--- src/rtl/core/assert_macros.svh ---
// Assertion macros for the RTL files.
// Needs a clock named clk and a reset named rst in the using module.
`ifndef ASSERT_MACROS_SVH
`define ASSERT_MACROS_SVH

// Same-cycle implication, checked outside reset
`define SPDC_ASSERT_NOW(lbl, ante, cons, msg) \
  lbl: assert property (@(posedge clk) disable iff (rst) (ante) |-> (cons)) else $error(msg);

// Next-cycle implication, checked outside reset
`define SPDC_ASSERT_NEXT(lbl, ante, cons, msg) \
  lbl: assert property (@(posedge clk) disable iff (rst) (ante) |=> (cons)) else $error(msg);

`endif

--- src/rtl/core/spdc_pkg.sv ---
// Package for the shortest path distance point counter.
// Types, sizes, register indexes and helper functions; no dependencies.
`default_nettype none
package spdc_pkg;
  localparam int MAX_NODES = 1024;
  localparam int MAX_ROADS = 2048;
  localparam int NODE_AW   = $clog2(MAX_NODES);
  localparam int ROAD_AW   = $clog2(MAX_ROADS);
  localparam int CITY_W    = 11;
  localparam int LEN_W     = 10;
  localparam int DIST_W    = 20;
  localparam int TGT_W     = 30;
  localparam int CNT_W     = 13;
  localparam int EXT_W     = 32;

  // configuration register indexes
  localparam logic [1:0] REG_NODE_COUNT = 2'd0;
  localparam logic [1:0] REG_SOURCE     = 2'd1;
  localparam logic [1:0] REG_TARGET     = 2'd2;

  typedef struct packed {
    logic [CITY_W-1:0] a;
    logic [CITY_W-1:0] b;
    logic [LEN_W-1:0]  len;
  } road_word_t;

  typedef struct packed {
    logic              settled;
    logic              unreached;
    logic [DIST_W-1:0] d;
  } dist_word_t;

  localparam int ROAD_WW = $bits(road_word_t);
  localparam int DIST_WW = $bits(dist_word_t);

  // unreached reads as a value above any target
  localparam logic [EXT_W-1:0] FAR_EXT = 32'h7FFF_FFFF;

  function automatic logic city_ok(input logic [CITY_W-1:0] c,
                                   input logic [CITY_W-1:0] cities);
    return (c != '0) && (c <= cities);
  endfunction

  function automatic logic [EXT_W-1:0] dist_ext(input dist_word_t w);
    return w.unreached ? FAR_EXT : {{(EXT_W-DIST_W){1'b0}}, w.d};
  endfunction
endpackage
`default_nettype wire

--- src/rtl/core/spdc_judge.sv ---
// Per-road point count: how many points inside one road sit at the target.
// Depends on spdc_pkg.
`default_nettype none
module spdc_judge (
  input  wire logic [spdc_pkg::EXT_W-1:0] dist_a,
  input  wire logic [spdc_pkg::EXT_W-1:0] dist_b,
  input  wire logic [spdc_pkg::LEN_W-1:0] len,
  input  wire logic [spdc_pkg::TGT_W-1:0] target,
  output logic      [1:0]                 add
);
  import spdc_pkg::*;

  logic [EXT_W-1:0] dx, dy;
  logic [EXT_W:0]   t_ext, sx, sy;
  logic [EXT_W+1:0] both, twice;

  always_comb begin
    t_ext = {{(EXT_W+1-TGT_W){1'b0}}, target};
    // put end a first unless it is at or past the target
    if ({1'b0, dist_a} >= t_ext) begin
      dx = dist_b;
      dy = dist_a;
    end else begin
      dx = dist_a;
      dy = dist_b;
    end
    sx    = {1'b0, dx} + {{(EXT_W+1-LEN_W){1'b0}}, len};
    sy    = {1'b0, dy} + {{(EXT_W+1-LEN_W){1'b0}}, len};
    both  = {1'b0, sx} + {2'b00, dy};
    twice = {t_ext, 1'b0};
    add   = 2'd0;
    if ({1'b0, dx} < t_ext && sx > t_ext && sy > t_ext) begin
      if ({1'b0, dy} < t_ext) begin
        add = (both == twice) ? 2'd1 : 2'd2;
      end else if ({1'b0, dy} > t_ext) begin
        add = 2'd1;
      end
    end
  end
endmodule
`default_nettype wire

--- config.mk ---
export PLATFORM = sky130hd
export DESIGN_NAME = spdc_judge
export DESIGN_NICKNAME = d
export VERILOG_FILES = /design/src/rtl/core/assert_macros.svh /design/src/rtl/core/spdc_pkg.sv /design/src/rtl/core/spdc_judge.sv
export SDC_FILE = /design/constraint.sdc
export NUM_CORES = 1
export LEC_CHECK = 0
export ABC_AREA = 1
export CAP_MARGIN = 0
export CORE_ASPECT_RATIO = 0.9
export CORE_UTILIZATION = 60
export DETAILED_ROUTE_END_ITERATION = 6
export DONT_BUFFER_PORTS = 1
export GPL_TIMING_DRIVEN = 0
export PLACE_DENSITY = 0.8
export RECOVER_POWER = 50
export SLEW_MARGIN = 30
export SYNTH_ARGS = -nofsm -noshare
export SYNTH_HDL_FRONTEND = slang
export SYNTH_SLANG_ARGS = --single-unit
--- constraint.sdc ---
create_clock -name vclk -period 6.4
set_input_delay 0.32 -clock vclk [all_inputs]
set_output_delay 0.32 -clock vclk [all_outputs]
set_load 0.005 [all_outputs]
==> results_dict.tcl <==
set metrics [dict create \
    status "finished, final reports clean" \
    grt_max_degree 20 \
    required_ns 6.08 \
    dpl.hpwl_mm 26.8 \
    synth_area_mm2 0.00940 \
    grt_pass1_vias 9716 \
    post-route-drc-count 0 \
    layout.cells.non_filler 1857 \
    multi_input_area_mm2 0.00934 \
    ys_seq_area_frac 0 \
    die_h_um 121 \
    vias 11349 \
    synth.distinct_cells 50 \
    worstHoldPathCells 6 \
    power_mw 1.45 \
    final_area_mm2 0.0114 \
    grt_usage 0.387 \
    grt.overflow.total 0 \
    clock_buffers 0 \
    ios 106 \
    pre_cts_ws_ns -1.15 \
    dp_cells 1776 \
    gp_congestion 0.998 \
    final_max_slew_viol_count 0 \
    finalCritPeriodShare 0.980 \
    syn-mean-instance-area_um2 5.97 \
    ir_drop_v 0.0000881 \
    finalHoldViolCount 0 \
    fin_crit_ns 6.27 \
    fin_tns_setup_ns 0 \
    row_count 43 \
    grt_busiest_layer "met2" \
    cp-startpoint "target[14]" \
    dieArea_mm2 0.0162 \
    flops_and_latches 0 \
    maxCapViolations 0 \
    drt_iter0_markers 1167 \
    wl_per_cell_um 18.6 \
    tightest_slew_ns 0.949 \
    grt_first_pass_wirelength_mm 49.3 \
    arrival_ns 5.95 \
    seq_area_um2 0 \
    crit_end "add[1]" \
    yosys_warnings 0 \
    holdWs_ns 1.10 \
    final_layout_size_suffix_gt1_frac 0.204 \
    hold_class "input pin to output port" \
    grt_util_met3 0.0474 \
    grt_antenna_before_repair 0 \
    netlist_instances 1574 \
    setup_viol 0 \
    syn_nets 1882 \
    start_kind "input pin" \
    max_freq_mhz 159 \
    rsz0062_at_grt "yes" \
    final_core_util 0.739 \
    power_density_mw_per_mm2 128 \
    wirelength_mm 34.5 \
    drtPass1Iterations 7 \
    p_leak_nw 5.63 \
    dpl-instance-area_mm2 0.00965 \
    drtAntennaViolNets 0 \
    grt_util_met1 0.585 \
    core_area_mm2 0.0154 \
    cp_slowest_stage_delay_ns 0.43 \
    critical_path_class "input pin to output port" \
    fill_cells 1286 \
    fin_ws_ns 0.130 \
    crit_path_top_delay_cell "fa_1" \
    end_kind "output port" \
    fin_nets 1965 \
    n_antenna_cell 0 \
    io_buffers 0 \
    worstPathMaxFanout 10 \
    max_slew_margin 0.360 \
    path_common_cell "nand2_1" \
    die_w_um 134 \
    grtUsageMet2 0.587 \
    vias_per_cell 6.11 \
    syn_to_final_growth_pct 21.0 \
    start_util 0.611 \
]
## critical path, delay by kind of cell
family | cells | cell delay, ns
buffers and inverters | 6 | 0.65
and+or+nand+nor | 28 | 3.14
AOI/OAI and AO/OA | 3 | 0.42
adders and majority gates | 4 | 1.28
xor gates and xnor gates | 1 | 0.14
## how the worst min path moves through the flow
stage / to / slack (ns) / from
floorplan: add[1] / 1.00 / dist_a[30]
finish: add[1] / 1.10 / dist_a[31]
CTS: add[1] / 1.10 / dist_a[30]
detailed placement: add[1] / 1.09 / dist_a[30]
global placement: add[1] / 1.11 / dist_a[30]
global route: add[1] / 1.13 / dist_a[31]
## cell usage after synthesis, drive strengths merged, types with 2 or more instances
master   instances  area share
o21a             9      0.0072
o2111ai          4      0.0037
o221ai           3      0.0028
fa               3      0.0064
a21o            11      0.0088
a211oi           8      0.0069
o21bai           9      0.0072
clkbuf           4      0.0016
xnor2           23       0.021
nor4             6      0.0040
nand3b          14       0.011
buf             19       0.019
nand4           24       0.016
nand3          112       0.063
o21ai           55       0.030
a21oi          110       0.060
inv            209       0.083
ha             201        0.27
xnor3            2      0.0048
a31oi           10      0.0067
nand2          456        0.19
or2              3      0.0023
xor2            76       0.071
nor2           164       0.075
a21boi           3      0.0024
o211ai           5      0.0040
nor3            24       0.017
## metal layers
metal	up-vias	wire length (um)
li1	5374	-
met1	5220	15000
met2	676	14400
met3	79	4330
met4	0	747
met5	-	0
## cells in the final DEF, fill, tap and decap left out, types with 11 or more instances in the layout
cell type   Yosys  final
o21ai_2         2     12
xor2_1         76     64
ha_1          201    164
a21oi_1       109    101
nand4_1        24     24
a21o_1         11     11
nor2_4          8     16
nor3_1         19     14
clkinvlp_4      0     27
buf_4           1     83
nand3_1       106    103
inv_1         206    174
nand2_2        32     51
nand2_1       422    402
o21ai_0        47     24
nor2_1        146    125
nand3b_1       14     14
nor2_2         10     23
xnor2_1        23     23
o21ai_1         6     17
ha_4            0     32
## repair_timing
item	CTS	global route
gates cloned	0	1
resized for setup	82	151
hold buffers	0	0
pin swaps	17	51
setup endpoints to repair	2	2
setup buffers	29	54
## layout make-up
cell class                 count  share of cell area
buffer                        20              0.0198
multi-input combinational   1341               0.821
tap                          202              0.0222
timing repair buffer          84              0.0581
inverter                     210              0.0789
## where the power goes
| group | switching, mW | leakage [nW] | internal, mW | total [mW] |
|---|---|---|---|---|
| Sequential | 0 | 0 | 0 | 0 |
| Clock | 0 | 0 | 0 | 0 |
| Combinational | 0.880 | 5.63 | 0.573 | 1.45 |
| Total | 0.880 | 5.63 | 0.573 | 1.45 |
## cell families after synthesis
logic type,after synthesis,share of synthesized area
AO/OA/AOI/OAI,232,0.144
XOR/XNOR,101,0.0970
adder cells (fa/ha/maj),204,0.274
buffers and inverters,233,0.104
AND/OR/NAND/NOR,804,0.380
Note: power is estimated with default switching activity, not from simulation.
