## config.mk

```make
export PLATFORM = sky130hd
export DESIGN_NAME = spdc_ram
export DESIGN_NICKNAME = d
export VERILOG_FILES = /design/src/rtl/core/assert_macros.svh /design/src/rtl/core/spdc_ram.sv
export SDC_FILE = /design/constraint.sdc
export NUM_CORES = 1
export LEC_CHECK = 0
export ABC_AREA = 1
export BUFFER_PORTS_ARGS = -buffer_cell sky130_fd_sc_hd__buf_2
export CAP_MARGIN = 5
export CELL_PAD_IN_SITES_DETAIL_PLACEMENT = 0
export CELL_PAD_IN_SITES_GLOBAL_PLACEMENT = 2
export CORE_ASPECT_RATIO = 1.2
export CORE_MARGIN = 10
export CORE_UTILIZATION = 35
export CTS_BUF_LIST = sky130_fd_sc_hd__clkbuf_4 sky130_fd_sc_hd__clkbuf_8
export DETAILED_ROUTE_END_ITERATION = 7
export GPL_ROUTABILITY_DRIVEN = 0
export PLACE_DENSITY_LB_ADDON = 0.1
export REMOVE_ABC_BUFFERS = 1
export SKIP_CTS_REPAIR_TIMING = 1
export SLEW_MARGIN = 20
export SYNTH_ARGS = -nofsm -noshare
export SYNTH_HDL_FRONTEND = slang
export SYNTH_SLANG_ARGS = --single-unit
```

## constraint.sdc

```tcl
create_clock -name clk -period 2.6 [get_ports clk]
set_clock_uncertainty 0.2 [all_clocks]
set_input_delay 0.39 -clock clk [delete_from_list [all_inputs] [get_ports clk]]
set_output_delay 0.39 -clock clk [all_outputs]
set_load 0.02 [all_outputs]
```

## src/rtl/core/assert_macros.svh

```systemverilog
// Assertion macros for the RTL files.
// Needs a clock named clk and a reset named rst in the using module.
`ifndef ASSERT_MACROS_SVH
`define ASSERT_MACROS_SVH

// Same-cycle implication, checked outside reset
`define SPDC_ASSERT_NOW(lbl, ante, cons, msg) \
  lbl: assert property (@(posedge clk) disable iff (rst) (ante) |-> (cons)) else $error(msg);

// Next-cycle implication, checked outside reset
`define SPDC_ASSERT_NEXT(lbl, ante, cons, msg) \
  lbl: assert property (@(posedge clk) disable iff (rst) (ante) |=> (cons)) else $error(msg);

`endif

```

## src/rtl/core/spdc_ram.sv

```systemverilog
// Generic single-write, single-read RAM with registered read data.
// No dependencies.
`default_nettype none
module spdc_ram #(
  parameter int WIDTH = 8,
  parameter int DEPTH = 16
) (
  input  wire logic                     clk,
  input  wire logic                     we,
  input  wire logic [$clog2(DEPTH)-1:0] waddr,
  input  wire logic [WIDTH-1:0]         wdata,
  input  wire logic [$clog2(DEPTH)-1:0] raddr,
  output logic      [WIDTH-1:0]         rdata
);
  logic [WIDTH-1:0] mem [DEPTH];

  always_ff @(posedge clk) begin
    if (we) begin
      mem[waddr] <= wdata;
    end
    rdata <= mem[raddr];
  end
endmodule
`default_nettype wire

```

==> impl_metrics.json, run 1 <==
{
  "finalWirelength_um": 14870,
  "synth_top_area_share_pct": 66.65,
  "hold_depth": 3,
  "area.growth.synth_to_final_pct": 14.10,
  "critical-path-slowest-cell": "dfxtp_1",
  "finalSetupTns_ns": 0,
  "syn_area_sq_um": 5767,
  "grt_pass1_vias": 3645,
  "yosys.area.top_type": "edfxtp_1",
  "portBuffers": 25,
  "cts_tree": "done",
  "path_delay_family": "flip-flops",
  "synth_top_family_by_area": "simple AND/OR/NAND/NOR gates",
  "r2r_cells": 6,
  "synth-simple-area-share_pct": 21.05,
  "ys_top_cells_by_area": "edfxtp_1, nand2_1, nand3_1, inv_1, dfxtp_1",
  "synth-adder-area-share_pct": 0,
  "die_w_um": 137.2,
  "n_antenna_cell": 0,
  "core_sq_um": 16210,
  "route.vias.total": 3757,
  "path_buf_inv": 1,
  "highest_layer": "met4",
  "grt_pass1_wl_um": 22670,
  "max_freq_mhz": 628.5,
  "dr.pass1.iters": 4,
  "path_depth": 1,
  "synth_xor_area_share_pct": 0,
  "crit_path_start_kind": "register",
  "start_util_pct": 35.58,
  "hold_viol": 0,
  "cpPeakStageDelay_ns": 0.38,
  "synthCells": 551,
  "synthDistinctLibCells": 12,
  "num-fill-cells": 1655,
  "numClockSinks": 136,
  "numCtsBuffers": 17,
  "grt_use_total_pct": 14.09,
  "clk_pin_slew_worst_paths_ns": 0.08,
  "cts_buffer_depth": 2,
  "ir_worst_vdd_v": 0.0003387,
  "vias_per_cell": 4.587,
  "p_leak_nw": 2.839,
  "crit_chain": "buf_2",
  "pin_count": 26,
  "yosys_warnings": 0,
  "cp.required_ns": 2.01,
  "drive_gt1_share_pct": 13.34,
  "finalNetCount": 612,
  "worst_pin_slew_ns": 0.6299,
  "slew_violations": 0,
  "cp_max_fo": 1,
  "wl_per_cell_um": 18.15,
  "outcome": "finished clean",
  "synth_compound_area_share_pct": 0,
  "synth-seq-cells": 136,
  "power_density_nw_per_um2": 684.5,
  "regArea_sq_um": 4004,
  "ant_nets": 0,
  "period_share_pct": 61.20,
  "period_minus_slack_ns": 1.591,
  "antenna_found_initial": 0,
  "hold_class": "input pin to register",
  "drtIter0Drc": 251,
  "relSlewSlack_pct": 57.95,
  "grt_max_degree": 65,
  "met1Wirelength_um": 6917,
  "multi_input_area_sq_um": 1214,
  "muxShareOfSynthArea_pct": 0,
  "cp.arrival_ns": 1.00,
  "maxCapViolations": 0,
  "met2WireLength_um": 7323,
  "synth_seq_area_share_pct": 69.43,
  "fin_util_pct": 40.60,
  "rows": 51,
  "syn_area_per_cell_sq_um": 10.47,
  "rsz0062_at_grt": "no",
  "root_buffer": "clkbuf_8",
  "die_y_um": 160.6,
  "htree_levels": 4,
  "critPathKind": "register to primary output",
  "drc_errors": 0,
  "hpwl_um": 8940,
  "dieArea_sq_um": 22030,
  "grt_overflow_total": 0,
  "layout_common_cells": "nand2_1, edfxtp_1, inv_1",
  "wl_met3_um": 500,
  "clock_latency_ns": 0.44,
  "cp-end-kind": "primary output",
  "final_common_cell": "nand2_1",
  "setup_violations": 0,
  "ff2ff_setup_slack_ns": 1.36
}
[routing by layer]
layer	GRT usage, %	vias up
met2	22.94	55
li1	-	1853
met5	0	-
met4	3.743	0
met3	2.840	11
met1	18.59	1838
[cells in the mapped netlist]
master      n
edfxtp_1  128
buf_6       6
nor2_1     17
nand3_1    97
inv_2       2
buf_2      13
nand2_1   173
inv_1     100
dfxtp_1     8
buf_1       1
nand3b_1    2
buf_4       4
[final cells by class]
class / instances / area share (%)
Multi-Input combinational cell: 289 / 18.44
Tap cell: 212 / 4.031
Timing Repair Buffer: 48 / 4.906
Inverter: 102 / 5.819
Clock inverter: 14 / 2.282
Sequential cell: 136 / 60.85
Clock buffer: 18 / 3.670
[logic make-up (layout without fill, tap and decap cells)]
kind of cell,after synthesis,after routing
buffers and inverters,126,182
and+or+nand+nor,289,289
DFF,136,136
[worst register-to-register path, delay by kind of cell (launching register included)]
kind | cells | cell delay [ns]
simple gates | 5 | 0.53
buf+inv | 1 | 0.05
flops | 1 | 0.36
[state kept, by name (all words and copies together) (netlist names)]
name   cells
mem      128
rdata      8
[through the flow]
stage | setup slack [ns] | instance area (sq um) | hold WS [ns] | power [mW] | instances
global placement | 0.7630 | 6188 | 0.4704 | 2.849 | 787
finish | 1.009 | 6580 | 0.09488 | 4.504 | 819
global route | 0.9662 | 6580 | 0.09673 | 4.696 | 819
detailed placement | 0.7339 | 6188 | 0.4736 | 2.851 | 787
CTS | 0.9859 | 6580 | 0.05882 | 4.566 | 819
floorplan | 1.030 | 5600 | 0.2889 | 2.659 | 527
[where the power goes]
group          internal (mW)  total, mW  switching (mW)
logic                 0.0913      0.328           0.237
registers               2.45       2.46          0.0177
clock network          0.868       1.71           0.844
[final timing paths]
| kind | start | end |
|---|---|---|
| setup / recovery | rdata[2]$_DFF_P_ | rdata[2] |
| hold / removal | raddr[3] | rdata[5]$_DFF_P_ |
| setup reg to reg | mem[7][6]$_DFFE_PP_ | rdata[6]$_DFF_P_ |
| hold reg to reg | mem[14][4]$_DFFE_PP_ | rdata[4]$_DFF_P_ |
(Power assumes the default switching activity.)
==> inputs of run 2 (changes only) <==
Clock period 2.6 ns to 1.3 ns, I/O delays scaled along.
==> run 2 against run 1 <==
  * The run now ends with setup timing left
  * Largest power group unchanged
  * Design area rose by 4.1%
  * Routed wire length shrank 1.5%
  * Combinational power grew 130%
  * Worst hold slack lost 0.021 ns
  * Critical path type unchanged
  * Critical endpoint unchanged
  * Register-to-register slack worse by 1.3 ns
  * Core utilization rose by 1.6 points
  * Global-route usage shrank 0.18 points
  * Sequential power is 100% higher
  * Sequential share of layout area down 2.2 points
==> impl_metrics.json, run 2 (synthesized netlist as in run 1, its figures left out) <==
{
  "layout_common_cells": "nand2_1, edfxtp_1, inv_1",
  "final_common_cell": "nand2_1",
  "worst_r2r_endpoint": "rdata[3]$_DFF_P_",
  "drtIter0Drc": 186,
  "wl_per_cell_um": 17.54,
  "r2r_cells": 6,
  "path_delay_family": "flip-flops",
  "period_minus_slack_ns": 1.302,
  "clk_pin_slew_worst_paths_ns": 0.07,
  "rows": 51,
  "rsz0062_at_grt": "yes",
  "cts_buffer_depth": 2,
  "fin_cells": 835,
  "clock_latency_ns": 0.44,
  "portBuffers": 25,
  "grt_use_total_pct": 13.91,
  "antenna_found_initial": 0,
  "finalNetCount": 629,
  "dieArea_sq_um": 22030,
  "route.vias.total": 3746,
  "dpl.cell_count": 795,
  "cp-end-kind": "primary output",
  "maxCapViolations": 0,
  "finalWirelength_um": 14640,
  "violations": "setup timing",
  "max_freq_mhz": 768.3,
  "relSlewSlack_pct": 68.95,
  "crit_path_end": "rdata[2]",
  "period_share_pct": 100.1,
  "ff2ff_setup_slack_ns": 0.09,
  "path_buf_inv": 1,
  "die_w_um": 137.2,
  "critPathKind": "register to primary output",
  "grt_max_degree": 65,
  "die_y_um": 160.6,
  "htree_levels": 4,
  "start_util_pct": 35.58,
  "n_antenna_cell": 0,
  "numClockSinks": 136,
  "setup_violations": 1,
  "cp.required_ns": 0.90,
  "ir_worst_vdd_v": 0.0005413,
  "finalSetupTns_ns": -0.001660,
  "slew_violations": 0,
  "worst_slack_ns": -0.001660,
  "top_regs": "mem (128), rdata (8)",
  "fin_util_pct": 42.24,
  "largest_reg_flops": 128,
  "reg2reg_from": "mem[5][3]$_DFFE_PP_",
  "cpPeakStageDelay_ns": 0.35,
  "hold_class": "input pin to register",
  "drc_errors": 0,
  "critical-path-slowest-cell": "dfxtp_2",
  "drive_gt1_share_pct": 16.37,
  "hold_viol": 0,
  "fin_hold_ws_ns": 0.07370,
  "outcome": "complete, but fails checks",
  "area.growth.synth_to_final_pct": 18.72,
  "grt_pass1_vias": 3813,
  "dr.pass1.iters": 4,
  "power_density_nw_per_um2": 1326,
  "crit_path_start_kind": "register",
  "grt_pass1_wl_um": 22170,
  "cp_max_fo": 1,
  "cts_tree": "done",
  "top_register": "mem",
  "hpwl_um": 9374,
  "path_depth": 1,
  "core_sq_um": 16210,
  "p_leak_nw": 2.961,
  "vias_per_cell": 4.486,
  "ant_nets": 0,
  "worst_pin_slew_ns": 0.4652,
  "pin_count": 26,
  "cp.arrival_ns": 0.91,
  "grt_overflow_total": 0,
  "crit_chain": "buf_6",
  "crit_start": "rdata[2]$_DFF_P_",
  "root_buffer": "clkbuf_8",
  "numCtsBuffers": 17
}
run 2: changes by cell type in the layout (fill, tap and decap cells not counted), moves of 2 or more:
cell           change
dfxtp_1            -8
dlygate4sd3_1      +9
buf_12             +2
nand3_1            -8
clkinv_4           -5
buf_2              -8
buf_6              +8
clkinv_1           +2
inv_6              -2
clkinv_2           +3
buf_4              +6
dfxtp_2            +8
nand3_2            +8
run 2: worst min path at each step:
stage / to / slack (ns) / depth (start not counted) / startpoint
finish: rdata[6]$_DFF_P_ / 0.07 / 5 / raddr[1]
global route: rdata[6]$_DFF_P_ / 0.09 / 5 / raddr[1]
CTS: mem[2][2]$_DFFE_PP_ / -0.06 / 1 / wdata[2]
detailed placement: rdata[6] / 0.42 / 1 / rdata[6]$_DFF_P_
global placement: rdata[0] / 0.42 / 1 / rdata[0]$_DFF_P_
floorplan: mem[0][0]$_DFFE_PP_ / 0.09 / 0 / wdata[0]
run 2: stage by stage:
stage | power [mW] | setup slack, ns | cell area (sq um)
floorplan | 5.317 | -0.07548 | 5600
global placement | 5.720 | -0.3330 | 6274
detailed placement | 5.722 | -0.3370 | 6274
CTS | 9.132 | -0.1107 | 6656
global route | 9.456 | -0.04952 | 6847
finish | 9.081 | -0.001660 | 6847
run 2: per-layer routing:
metal / up-vias / wire length [um] / GRT usage, %
met5: - / 0 / 0
met4: 0 / 153 / 4.463
met3: 12 / 542 / 3.402
met2: 60 / 7496 / 23.62
met1: 1786 / 6450 / 16.80
li1: 1888 / - / -
run 2: final cells by class:
class	instances	area [sq um]
Fill cell	1603	9361
Sequential cell	136	4014
Multi-Input combinational cell	289	1254
Timing Repair Buffer	65	548.0
Inverter	102	382.9
Tap cell	212	265.3
Clock buffer	19	249.0
Clock inverter	12	133.9
run 2: power breakdown:
part | internal, mW | total (mW) | switching [mW] | leakage [nW]
registers | 4.90 | 4.94 | 0.0337 | 1.22
logic | 0.261 | 0.743 | 0.482 | 1.54
clock network | 1.89 | 3.40 | 1.51 | 0.198
==> inputs of run 3 (changes only) <==
Settings changed: CORE_UTILIZATION 35 to 38, PLACE_DENSITY set to 0.81, PLACE_DENSITY_LB_ADDON 0.1 to unset.
==> run 3 against run 2 <==
  * Largest power group unchanged
  * Design area is 2.2% higher
  * Final cell count is 0.24% lower
  * Sequential share of layout area is 1.3 points lower
  * The flow now finishes without violations
  * Critical path type unchanged
  * Die area is 6.8% lower
==> impl_metrics.json, run 3 (synthesized netlist as in run 1, its figures left out) <==
{
  "p_total_mw": 10.11,
  "period_share_pct": 99.41,
  "fin_hold_ws_ns": 0.001018,
  "worst_pin_slew_ns": 0.3555,
  "grt_overflow_total": 0,
  "dieArea_sq_um": 20520,
  "fin_cells": 833,
  "cts_tree": "done",
  "root_buffer": "clkbuf_8",
  "ir_worst_vdd_v": 0.0007681,
  "pre_cts_ws_ns": -0.2360,
  "critical-path-slowest-cell": "dfxtp_2",
  "cp_max_fo": 1,
  "die_y_um": 154.9,
  "worst_slack_ns": 0.007678,
  "setup_violations": 0,
  "cp.required_ns": 0.90,
  "core_sq_um": 14960,
  "critPathKind": "register to primary output",
  "grt_max_degree": 37,
  "swShare_pct": 20.49,
  "hold_viol": 0,
  "drc_errors": 0,
  "clk_pin_slew_worst_paths_ns": 0.07,
  "layout_common_cells": "nand2_1, edfxtp_1, inv_1",
  "slew_violations": 0,
  "top_register": "mem",
  "ant_nets": 0,
  "cp-end-kind": "primary output",
  "finalNetCount": 635,
  "die_w_um": 132.5,
  "postPlaceCellArea_sq_um": 6341,
  "relSlewSlack_pct": 76.30,
  "numCtsBuffers": 17,
  "cp.arrival_ns": 0.90,
  "clkPwrFrac_pct": 44.1,
  "route.vias.total": 3871,
  "grt_pass1_wl_um": 20590,
  "portBuffers": 25,
  "cpPeakStageDelay_ns": 0.34,
  "p_leak_nw": 3.047,
  "drive_gt1_share_pct": 16.38,
  "dpl.cell_count": 794,
  "n_antenna_cell": 0,
  "num-fill-cells": 1425,
  "wl_per_cell_um": 15.93,
  "htree_levels": 4,
  "top_regs": "mem (128), rdata (8)",
  "outcome": "finished clean",
  "antenna_found_initial": 0,
  "grt_use_total_pct": 13.01,
  "area.growth.synth_to_final_pct": 21.35,
  "numClockSinks": 136,
  "pin_count": 26,
  "grt_pass1_vias": 3780,
  "p_switching_mw": 2.072,
  "hold_class": "input pin to register",
  "dr.pass1.iters": 5,
  "largest_reg_flops": 128,
  "power_density_nw_per_um2": 1445,
  "path_delay_family": "flip-flops",
  "max_freq_mhz": 773.8,
  "crit_chain": "buf_6",
  "combPwrFrac_pct": 7.1,
  "vias_per_cell": 4.647,
  "drtIter0Drc": 259,
  "cts_buffer_depth": 2,
  "crit_path_start_kind": "register",
  "finalWirelength_um": 13270,
  "rsz0062_at_grt": "yes",
  "internal-power_mw": 8.042,
  "hpwl_um": 8860,
  "period_minus_slack_ns": 1.292,
  "path_buf_inv": 1,
  "design_area_sq_um": 6998,
  "pwr-share-seq_pct": 48.8,
  "maxCapViolations": 0,
  "rows": 49,
  "start_util_pct": 38.55,
  "clock_latency_ns": 0.45,
  "final_common_cell": "nand2_1"
}
-- run 3: path summary, 6_finish.rpt --
| kind | slack (ns) | depth (start not counted) | start | end |
|---|---|---|---|---|
| hold reg to reg | 0.47 | 6 | mem[2][5]$_DFFE_PP_ | rdata[5]$_DFF_P_ |
| setup reg to reg | 0.12 | 6 | mem[9][5]$_DFFE_PP_ | rdata[5]$_DFF_P_ |
| setup / recovery | 0.008 | 1 | rdata[4]$_DFF_P_ | rdata[4] |
| hold / removal | 0.001 | 4 | raddr[3] | rdata[4]$_DFF_P_ |
-- run 3: stage by stage --
step	TNS [ns]	utilization, %
global placement	-8.974	42.39
detailed placement	-11.73	42.39
CTS	-0.3040	45.84
floorplan	-3.950	-
global route	-0.03767	46.78
finish	0	46.78
-- run 3: power by group through the flow --
stage               clock [mW]  sequential (mW)  combinational (mW)
floorplan                    0             5.05               0.265
global route              4.71             4.94               0.797
CTS                       4.53             4.92               0.678
global placement             0             5.02               0.669
detailed placement           0             5.02               0.676
finish                    4.46             4.94               0.718
-- run 3: per-layer routing --
layer,up-vias,global-route usage (%),wire length (um)
li1,1900,-,-
met5,-,0,0
met1,1856,15.31,5634
met4,0,5.876,316
met3,26,2.545,467
met2,89,22.51,6847
-- run 3: final cells by class --
type | count | area, sq um | area share (%)
multi-input combinational | 289 | 1214 | 17.34
tap | 204 | 255.2 | 3.647
inverter | 102 | 382.9 | 5.471
sequential | 136 | 4014 | 57.36
clock buffer | 18 | 241.5 | 3.451
timing repair buffer | 71 | 615.6 | 8.797
clock inverter | 13 | 275.3 | 3.933
